File: src/hw/rtl/yrc_pkg.sv
`timescale 1ns / 1ps
`default_nettype none
package yrc_pkg;

  localparam int unsigned MAX_PAIRS_DEF = 1024;
  localparam int unsigned CFG_W = 11;
  localparam logic [CFG_W-1:0] PAIRS_RESET = 11'd320;

  localparam int unsigned TERM_W = 22;
  localparam int unsigned FRAC_W = 10;

  typedef logic [7:0] pix_t;
  typedef logic [CFG_W-1:0] pairs_t;
  typedef logic signed [TERM_W-1:0] term_t;

  localparam term_t LUMA_COEF = 22'sd1192;
  localparam term_t BU_COEF = 22'sd2066;
  localparam term_t GV_COEF = 22'sd833;
  localparam term_t GU_COEF = 22'sd400;
  localparam term_t RV_COEF = 22'sd1634;
  localparam term_t LUMA_OFFSET = 22'sd16;

  typedef struct packed {
    pix_t r;
    pix_t g;
    pix_t b;
  } rgb_t;

  typedef struct packed {
    logic eor;
    pix_t u;
    pix_t v;
  } chroma_word_t;

  typedef struct packed {
    term_t r;
    term_t g;
    term_t b;
  } chroma_terms_t;

endpackage
`default_nettype wire

File: src/hw/rtl/yrc_lane.sv
`timescale 1ns / 1ps
`default_nettype none
module yrc_lane import yrc_pkg::*; (
  input  wire           clk,
  input  wire           en2,
  input  wire           en3,
  input  pix_t          luma,
  input  chroma_terms_t terms,
  output rgb_t          rgb
);

  term_t c_r;
  term_t luma_s;
  rgb_t  rgb_r;
  rgb_t  rgb_nxt;

  function automatic pix_t clamp8(input term_t s);
    pix_t q;
    begin
      if (s[TERM_W-1]) begin
        q = '0;
      end else if (|s[TERM_W-2:FRAC_W+8]) begin
        q = 8'hFF;
      end else begin
        q = s[FRAC_W+7:FRAC_W];
      end
      return q;
    end
  endfunction

  always_comb begin
    luma_s = term_t'({1'b0, luma}) - LUMA_OFFSET;
    rgb_nxt.r = clamp8(c_r + terms.r);
    rgb_nxt.g = clamp8(c_r + terms.g);
    rgb_nxt.b = clamp8(c_r + terms.b);
  end

  always_ff @(posedge clk) begin
    if (en2) begin
      c_r <= luma_s * LUMA_COEF;
    end
    if (en3) begin
      rgb_r <= rgb_nxt;
    end
  end

  assign rgb = rgb_r;

endmodule
`default_nettype wire

File: config.mk
export PLATFORM = sky130hd
export DESIGN_NAME = yrc_lane
export DESIGN_NICKNAME = d
export VERILOG_FILES = /design/src/hw/rtl/yrc_pkg.sv /design/src/hw/rtl/yrc_lane.sv
export SDC_FILE = /design/constraint.sdc
export NUM_CORES = 1
export LEC_CHECK = 0
export BUFFER_PORTS_ARGS = -buffer_cell sky130_fd_sc_hd__buf_2
export CORE_MARGIN = 1
export CORE_UTILIZATION = 57
export CTS_BUF_LIST = sky130_fd_sc_hd__clkbuf_4 sky130_fd_sc_hd__clkbuf_8
export DETAILED_ROUTE_END_ITERATION = 12
export HOLD_SLACK_MARGIN = 0.12
export PLACE_DENSITY = 0.89
export SYNTH_ARGS = -nofsm -noshare
export SYNTH_HDL_FRONTEND = slang
export SYNTH_SLANG_ARGS = --single-unit
File: constraint.sdc
create_clock -name clk -period 5.8 [get_ports clk]
set_clock_uncertainty 0.2 [all_clocks]
set_input_delay 0.29 -clock clk [delete_from_list [all_inputs] [get_ports clk]]
set_output_delay 0.29 -clock clk [all_outputs]
set_load 0.005 [all_outputs]
# Yosys cells after proc, flatten, opt, wreduce, memory -nomap -nowiden
# Index checks and enable logic that the tools add are counted.
dict set report op_classes {
  reduce_logical 3
  multipliers 1
  muxes 3
  addsub 4
}
# op n
set op_table {}
lappend op_table {{adder 22 bit} 3}
lappend op_table {{two-way mux 8 bit} 3}
lappend op_table {{multiplier 9 x 9 -> 18 bit, second input constant} 1}
lappend op_table {{OR reduction 3 bit} 3}
lappend op_table {{subtractor 8 x 5 -> 9 bit, second input constant} 1}
dict set report totals {
  elab_cells 15
  input_bits 77
  ff_bits 43
  out_inout_bits 24
}

# Longest topological paths before layout
# Gate-level depths: netlist of the first run.
dict set report depth {
  ltp_word 3
  mapped_depth 20
  depth_no_buf 20
}

# Worst setup path before layout of the first run
# No wires, ideal clock.
dict set report synth_path {
  path_kind {input -> register}
  startpoint {input luma[4]}
  endpoint {register c_r[18], data pin}
  path_stages 16
  path_slack_ps 1036
  setup_time_ps 259
  path_buffers 0
  arrival_time_ps 4305
  t_required_ps 5341
  path_cell_list {inv_1 ha_1 nor3b_2 ha_1 ha_1 inv_1 fa_1 fa_1 inv_1 ha_1 a21oi_1 o21bai_1 a21oi_1 o21ai_0 a311o_1 xor2_1}
}
dict set report synth_via {
  elab_chain_cells 2
}
# item line
set synth_lines {}
lappend synth_lines {{from (decl)} yrc_lane.sv:7} ;# input pix_t luma,
lappend synth_lines {{subtractor 8 x 5 -> 9 bit} yrc_lane.sv:32} ;# luma_s = term_t'({1'b0, luma}) - LUMA_OFFSET;
lappend synth_lines {{multiplier 9 x 9 -> 18 bit} yrc_lane.sv:40} ;# c_r <= luma_s * LUMA_COEF;
lappend synth_lines {{to (signal assigned)} yrc_lane.sv:40}
lappend synth_lines {{to (decl)} yrc_lane.sv:12} ;# term_t c_r;
# Every way passes these cells.
# A chain may end at the register's enable or synchronous reset.

# Final worst setup path of the first run
# Same ends and word-level chain as after synthesis.

==> results of run 1 <==
## final cells by class
type / count / area [um^2] / share of cell area
Inverter: 49 / 184 / 0.0347
Multi-Input combinational cell: 374 / 3160 / 0.597
Clock buffer: 5 / 68.8 / 0.0130
Clock inverter: 2 / 10.0 / 0.00189
Tap cell: 102 / 128 / 0.0241
Antenna cell: 1 / 2.50 / 0.000472
Sequential cell: 42 / 1260 / 0.238
Timing Repair Buffer: 94 / 483 / 0.0912
## stage by stage
step           std cells   util  area (um^2)  hold WS [ps]  total power (uW)
2_1_floorplan        466      -         4610           189              1490
3_3_place_gp         659  0.669         5200           345              1730
3_5_place_dp         659  0.669         5200           343              1810
4_1_cts              668  0.682         5300           183              1990
5_1_grt              668  0.682         5300           189              2180
6_report             669  0.682         5300           185              2010
## flip-flops by register name, summed over array words and instances, names as in the netlist
register / flops
c_r: 18
rgb: 24
## routing by layer
layer  up-vias  wire length [um]  GRT usage  part of all wire
li1       1929                 -          -                 -
met1      1856              4110      0.280              0.39
met3        55               695     0.0390             0.066
met4         0               528      0.146             0.050
met5         -                 0          0                 0
met2       183              5140      0.480              0.49
## timing repair
action / CTS / global route
endpoints found under the hold margin: 2 / 0
hold buffers: 2 / 0
resized for setup: 0 / 0
## cells by family (layout without fill, tap and decap cells)
group,after synthesis,after routing
XOR/XNOR,47,47
buffers and inverters,50,150
AND/OR/NAND/NOR,92,92
adder cells (fa/ha/maj),106,106
other,0,1
multiplexers,1,1
AO/OA/AOI/OAI,128,128
flip-flops,42,42
## power breakdown
group          switching (uW)  internal [uW]  total [uW]
clock network            98.3           80.8         179
registers                67.0            466         533
logic                     722            574        1300
## cells in the mapped netlist, types with 15 or more instances
cell | number | share of area
ha_1 | 95 | 0.26
inv_1 | 49 | 0.040
edfxtp_1 | 42 | 0.27
a21oi_1 | 35 | 0.038
xnor2_1 | 30 | 0.057
nand2_1 | 21 | 0.017
nor2_1 | 21 | 0.017
o21a_1 | 20 | 0.033
nand3_1 | 16 | 0.017
xor2_1 | 16 | 0.030
a31oi_1 | 15 | 0.020
o21ai_0 | 15 | 0.016
## critical path, cell delays in order
cell and delay, ps:
buf_2 100, inv_1 170, ha_1 210, xor2_1 360, ha_1 350, ha_1 300
inv_1 70, fa_1 430, fa_1 550, inv_1 40, ha_1 330, a21oi_1 220
o21bai_1 80, a21oi_1 270, o21ai_0 210, a311o_1 420, xor2_1 150
## path summary, 6_finish.rpt
path,startpoint,to,slack [ps]
hold reg to reg,c_r[11],rgb[9],770
setup reg to reg,c_r[5],rgb[18],2650
setup / recovery,luma[4],c_r[18],1100
hold / removal,luma[2],c_r[5],190
==> out/results.txt, run 1 <==
IO Count - 101
# setup viols final - 0
Setup TNS Final - 0 ps
Routed WL per cell - 15.7 um
Worst-Skew Late Latency - 290 ps
Critical Path Fanout Max - 6
xor/xnor share of the synthesized area - 0.0909
most frequent cells in the layout - ha_1, buf_2, inv_1
post-synthesis sequential area ratio - 0.274
# Post-CTS Setup Buffers - 0
worst slack at placement - 773 ps
area added between synthesis and finish - 14.9%
Worst R2R Path Depth - 9
via count - 4023
Die Ht - 91.9 um
clock slew at reported path FFs - 80 ps
all-layer global routing usage - 0.259
fillers - 591
Post-Synth Simple-Gate Area - 0.0991
first-pass GRT wire length - 17500 um
TritonRoute pass-1 iters - 5
Tcrit/Tclk final - 0.811
Synthesized Nets - 649
VDD IR-drop max - 147 uV
core area - 7770 um^2
ys flop type - edfxtp_1
Synth Warn # - 0
max-capacitance violation count - 0
status - finished clean
Die X - 91.9 um
Worst setup SP type - input port
Worst Path Required - 5650 ps
share of cells above drive strength 1 - 0.200
Post-DRT Antenna Nets - 0
crit end category - flop
slew of the pin with the lowest slew margin - 693 ps
Post-synth EDFFs - 42
largest net degree at the start of global routing - 25
DPL Wire Length - 8880 um
CTS tree - built
count of state elements after synthesis - 42
post-layout minimum cycle time - 4700 ps
Vias/cell - 6.01
CTS sink count - 42
leakage power - 0.00251 uW
final net count - 749
most common cell after layout, fill and taps aside - ha_1
drt drc - 0
Synth Area in Compound Gates - 0.188
initial antenna violation count - 1
Syn Inst Count - 466
largest family of logic cells by synthesized area - adder cells
Buffers on Ports - 91
depth of the worst hold-timing path - 2
starting density of the core - 0.593
RSZ-0062 raised after global routing - false
H-tree Lvls - 2
adder and majority gate portion of the synthesized area - 0.306
Unique masters post-synth - 51
mapped cell area - 4610 um^2
Slew HR - 0.534
Hold Path Class - input port to flop
WS Path Type - input port to flop
endpoints failing hold - 0
RePlAce Congestion - 0.978
drt initial violations - 229
CTS buffer count - 5
number of global-route vias before repair - 4164
crit path DAT - 4550 ps
remaining global-route overflow - 0
FFs w/ async S/R, synth - 0
post-route worst setup slack - 1100 ps
mean area per synthesized cell - 9.89 um^2
clk buf depth - 2
row cnt - 32
fmax - 213 MHz
die area - 8450 um^2
Root Buffer - clkbuf_8
mux contribution to synthesized area - 0.00244
max-slew violations - 0
power density cells - 379 nW/um^2
Routed WL - 10500 um
Note: power is estimated with default switching activity, not from simulation.
==> run 2, diff against run 1 <==
Settings changed: CORE_UTILIZATION 57 to 52, PLACE_DENSITY 0.89 to 0.86.
Clock period 5.8 ns to 4.3 ns, I/O delays scaled along.
==> run 2 against run 1 <==
Effect of this change:
- final cell count rose by 3.3%
- utilization fell by 2.6 points
- total power rose by 40%
- combinational power rose by 42%
- sequential share of layout area fell by 0.87 points
- register-to-register slack got worse by 1500 ps
- via count barely moved
- critical path depth rose by 4
- critical path type unchanged
- largest cell class unchanged
==> out/results.txt, run 2 (same netlist as run 1, synthesis figures left out) <==
# setup viols final - 0 (unchanged)
Routed WL - 10800 um (+3.3%)
power density cells - 512 nW/um^2 (+35%)
hold_sp - en2
number of global-route vias before repair - 4011 (-3.7%)
peak per-stage delay on the critical path - 530 ps (-20 ps)
all-layer global routing usage - 0.236 (-0.0237)
worst reg2reg path startpoint - c_r[8]
starting density of the core - 0.550 (-0.0435)
register share of total power - 0.256 (-0.010)
largest net degree at the start of global routing - 25 (unchanged)
Critical Path Fanout Max - 2 (-4)
Buffers on Ports - 91 (unchanged)
Worst setup SP type - input port
Die Ht - 96.2 um (+4.6%)
clock slew at reported path FFs - 80 ps (about the same)
Worst R2R Path Depth - 9 (unchanged)
VDD IR-drop max - 205 uV (+39%)
clk buf depth - 2 (unchanged)
WS Path Type - input port to flop
Sw Pwr - 1230 uW (+39%)
row cnt - 33 (+3.1%)
Root Buffer - clkbuf_8
worst-case hold slack - 161 ps (-23.7 ps)
Post-DRT Antenna Nets - 0 (unchanged)
status - finished clean
max-slew violations - 0 (unchanged)
CTS sink count - 42 (unchanged)
power share of the combinational group - 0.655 (+0.010)
drt initial violations - 168 (-27%)
CP most frequent cell - inv_1
Slew HR - 0.549 (+0.0146)
Die X - 96.2 um (+4.6%)
DPL Wire Length - 9080 um (+2.3%)
slowest CP cell - fa_1
area added between synthesis and finish - 19.3%
endpoints failing hold - 0 (unchanged)
core area - 8380 um^2 (+7.9%)
share of cells above drive strength 1 - 0.237 (+0.0376)
initial antenna violation count - 0 (-1)
final net count - 768 (+2.5%)
R2R Setup Slk - 1190 ps (-1460 ps)
Net Sw Frac - 0.437 (-0.00438)
Worst Path Required - 4150 ps (-1500 ps)
slew of the pin with the lowest slew margin - 672 ps (-21.7 ps)
depth of the worst hold-timing path - 1 (-1)
Hold Path Sink - c_r[18]
most common cell after layout, fill and taps aside - ha_1
Routed WL per cell - 15.7 um (about the same)
Hold Path Class - input port to flop
Worst-Skew Late Latency - 300 ps (about the same)
IO Count - 101 (unchanged)
RePlAce Congestion - 0.921 (-5.9%)
crit end category - flop
worst-path cell chain - buf_2 -> clkinvlp_4 -> ha_2 -> inv_1 -> ha_1 -> ha_1 -> ha_1 -> inv_1 -> fa_1 -> inv_1 -> ha_1 -> inv_1 -> fa_1 -> inv_1 -> a21o_1 -> a21oi_2 -> o21bai_1 -> a21oi_2 -> o21ai_1 -> a311o_1 -> xor2_1
max reg flops - 24 (unchanged)
CTS buffer count - 5 (unchanged)
antenna cell count - 0 (-1)
via count - 4022 (-0.025%)
most frequent cells in the layout - ha_1, buf_2, inv_1
reg2reg end - rgb[6]
H-tree Lvls - 2 (unchanged)
drt drc - 0 (unchanged)
remaining global-route overflow - 0 (unchanged)
first-pass GRT wire length - 16800 um (-3.5%)
final total power - 2820 uW (+40%)
clock share of power - 0.090 (about the same)
Vias/cell - 5.82 (-3.2%)
max-capacitance violation count - 0 (unchanged)
Tcrit/Tclk final - 0.961
Cell Int Power - 1580 uW (+41%)
CTS tree - built
leakage power - 0.00260 uW (+3.7%)
TritonRoute pass-1 iters - 4 (-1)
fmax - 242 MHz
die area - 9240 um^2 (+9.4%)
crit path DAT - 3990 ps (-560 ps)
post-layout minimum cycle time - 4130 ps
==> run 2: cell count changes in the layout (fill, tap and decap cells not counted), sizes merged <==
cell         previous run  this run
buf                    92       110
clkbuf                  5         6
clkinvlp                0         1
diode                   1         0
dlygate4sd3             2         3
inv                    49        48
==> run 2: final cells by class <==
| class | count | area [um^2] |
|---|---|---|
| Clock buffer | 6 | 76.3 |
| Clock inverter | 2 | 8.76 |
| Fill cell | 664 | 2880 |
| Inverter | 49 | 188 |
| Multi-Input combinational cell | 374 | 3210 |
| Sequential cell | 42 | 1260 |
| Tap cell | 105 | 131 |
| Timing Repair Buffer | 113 | 628 |
==> run 2: worst max path at each step <==
stage	startpoint	endpoint	cells after the start
5_1_grt	luma[6]	c_r[18]	18
6_report	luma[4]	c_r[18]	21
4_1_cts	luma[6]	c_r[17]	18
3_5_place_dp	luma[6]	c_r[17]	18
2_1_floorplan	luma[4]	c_r[18]	16
3_3_place_gp	luma[4]	c_r[18]	21
==> run 2: timing repair <==
action	in CTS	in global routing
endpoints found under the hold margin	3	0
setup endpoints to repair	0	4
hold buffers	3	0
gates resized for setup	0	3
buffers inserted	0	2
==> run 2: per-layer routing <==
layer / part of all wire / wire (um) / vias up / track usage
met1: 0.39 / 4230 / 1869 / 0.251
met4: 0.039 / 418 / 0 / 0.111
met2: 0.51 / 5480 / 146 / 0.450
met5: 0 / 0 / - / 0
li1: - / - / 1968 / -
met3: 0.064 / 691 / 39 / 0.0340
==> run 2: power groups by stage <==
stage	sequential, uW	clock (uW)	combinational, uW
2_1_floorplan	695	0	1340
3_3_place_gp	724	0	1700
3_5_place_dp	727	0	1800
4_1_cts	718	249	1820
5_1_grt	730	267	2050
6_report	720	252	1840
==> run 2: critical path, delay by kind of cell <==
family	cells	cell delay, ps
xor+xnor	1	150
fa+ha+maj	7	2110
buf+inv	7	480
compound gates	6	1020
==> run 2: per-stage QoR <==
stage          instances  setup WS [ps]  utilization  TNS [ps]  area, um^2
2_1_floorplan        466          0.765            -         0        4640
3_3_place_gp         678          -36.2        0.639     -70.6        5350
3_5_place_dp         678           -195        0.639      -596        5350
4_1_cts              689           58.5        0.652         0        5470
5_1_grt              691         -0.761        0.656    -0.761        5500
6_report             691            169        0.656         0        5500
==> run 3, diff against run 2 <==
Settings changed: CORE_ASPECT_RATIO set to 0.6, MAX_ROUTING_LAYER set to met4.
==> run 3 against run 2 <==
Effect of this change:
- critical path depth decreased by 3
- utilization down 0.60 points
- hold slack about the same
- fmax increased by 1.7%
- design area is 1.1% higher
- sequential power hardly changed
- global-route usage rose by 1.2 points
- non-clock buffer count is 1 higher
- register-to-register slack got worse by 150 ps
- critical endpoint unchanged
- highest routed layer unchanged
==> out/results.txt, run 3 (same netlist as run 1, synthesis figures left out) <==
RePlAce Congestion - 0.939 (+1.9%)
initial antenna violation count - 0 (unchanged)
via count - 4010 (-0.30%)
share of cells above drive strength 1 - 0.240 (+0.00300)
depth of the worst hold-timing path - 1 (unchanged)
Die Ht - 74.9 um (-22%)
Routed WL per cell - 15.7 um (+0.30%)
leakage power - 0.00263 uW (+0.92%)
die area - 9260 um^2 (+0.13%)
register share of total power - 0.242 (-0.014)
crit path DAT - 3930 ps (-60 ps)
number of global-route vias before repair - 3768 (-6.1%)
status - finished clean
IO Count - 101 (unchanged)
# setup viols final - 0 (unchanged)
final net count - 769 (+0.13%)
Buffers on Ports - 91 (unchanged)
WS Path Type - input port to flop
RSZ-0062 raised after global routing - false
power share of the combinational group - 0.631 (-0.024)
max reg flops - 24 (unchanged)
CTS tree - built
antenna cell count - 0 (unchanged)
remaining global-route overflow - 0 (unchanged)
clock share of power - 0.127 (+0.037)
drt initial violations - 354 (+110%)
H-tree Lvls - 2 (unchanged)
most common cell after layout, fill and taps aside - ha_1
Tcrit/Tclk final - 0.945 (-0.0162)
power density cells - 535 nW/um^2 (+4.4%)
largest net degree at the start of global routing - 25 (unchanged)
slew of the pin with the lowest slew margin - 732 ps (+59.9 ps)
worst-case hold slack - 161 ps (+0.0730 ps)
Vias/cell - 5.74 (-1.4%)
crit end category - flop
core area - 8560 um^2 (+2.1%)
Critical Path Fanout Max - 4 (+2)
Worst Path Required - 4170 ps (+20 ps)
Worst R2R Path Depth - 9 (unchanged)
VDD IR-drop max - 223 uV (+8.4%)
max-slew violations - 0 (unchanged)
row cnt - 26 (-21%)
CTS sink count - 42 (unchanged)
endpoints failing hold - 0 (unchanged)
fmax - 246 MHz (+1.7%)
Cell Int Power - 1720 uW (+8.3%)
first-pass GRT wire length - 17100 um (+1.5%)
starting density of the core - 0.539 (-0.0112)
area added between synthesis and finish - 20.7%
Slew HR - 0.509 (-0.0402)
post-layout minimum cycle time - 4060 ps (-69.7 ps)
Routed WL - 11000 um (+1.5%)
clk buf depth - 2 (unchanged)
Root Buffer - clkbuf_8
Setup TNS Final - 0 ps (unchanged)
drt drc - 0 (unchanged)
Sw Pwr - 1260 uW (+2.1%)
final total power - 2970 uW (+5.6%)
most frequent cells in the layout - ha_1, buf_2, inv_1
CTS buffer count - 5 (unchanged)
Die X - 124 um (+28%)
Hold Path Class - input port to flop
Post-DRT Antenna Nets - 0 (unchanged)
Worst-Skew Late Latency - 310 ps (about the same)
clock slew at reported path FFs - 90 ps (about the same)
TritonRoute pass-1 iters - 5 (+1)
max-capacitance violation count - 0 (unchanged)
Worst setup SP type - input port
all-layer global routing usage - 0.248 (+0.0120)
Net Sw Frac - 0.423 (-0.0145)
DPL Wire Length - 9140 um (+0.66%)
## run 3: cell count changes in the layout (fill, tap and decap cells not counted), sizes merged
cell    before  now
bufinv       0    2
clkbuf       6    5
clkinv       2    1
buf        110  111
## run 3: path summary, 6_finish.rpt
path / startpoint / to / slack [ps]
max: luma[4] / c_r[18] / 240
min: en2 / c_r[19] / 160
max reg2reg: c_r[10] / rgb[5] / 1040
min reg2reg: c_r[10] / rgb[16] / 790
## run 3: final cells by class
class	count	area [um^2]
inverter	49	188
multi-input combinational	374	3200
clock inverter	3	63.8
fill	669	2990
clock buffer	5	68.8
sequential	42	1260
tap	112	140
timing repair buffer	114	636
## run 3: stage by stage
stage / util / setup WS [ps] / instance area [um^2] / std cells
floorplan: - / 0.765 / 4640 / 466
global placement: 0.628 / -69.7 / 5370 / 686
detailed placement: 0.628 / -222 / 5370 / 686
CTS: 0.647 / 90.4 / 5530 / 697
global route: 0.650 / 8.84 / 5560 / 699
finish: 0.650 / 238 / 5560 / 699
## run 3: layer usage
metal  GRT usage  vias up  wire length [um]
met5           -        -                 0
met4      0.0616        0               136
met3      0.0386       17               828
met2       0.411      147              5010
met1       0.319     1869              5000
li1            -     1977                 -
## run 3: repair_timing
item,CTS,global route
setup buffers,0,2
gates resized for setup,0,5
hold endpoints to repair,3,0
hold buffers,3,0
endpoints found under the setup margin,0,4
## run 3: power groups by stage
stage          Clock [uW]  Sequential (uW)  Combinational [uW]
6_report              378              721                1880
5_1_grt               394              730                2080
4_1_cts               375              717                1840
3_5_place_dp            0              727                1820
3_3_place_gp            0              728                1730
2_1_floorplan           0              695                1340
## run 3: critical path, stage by stage
cell and delay (ps):
buf_2 110, clkinvlp_4 80, ha_2 190, xor2_1 130, buf_4 150, ha_1 340
ha_1 300, inv_1 70, fa_1 440, fa_1 550, inv_1 60, ha_4 250
a21oi_2 150, o21bai_1 90, a21oi_2 220, o21ai_2 100, a311o_1 310, xor2_1 150
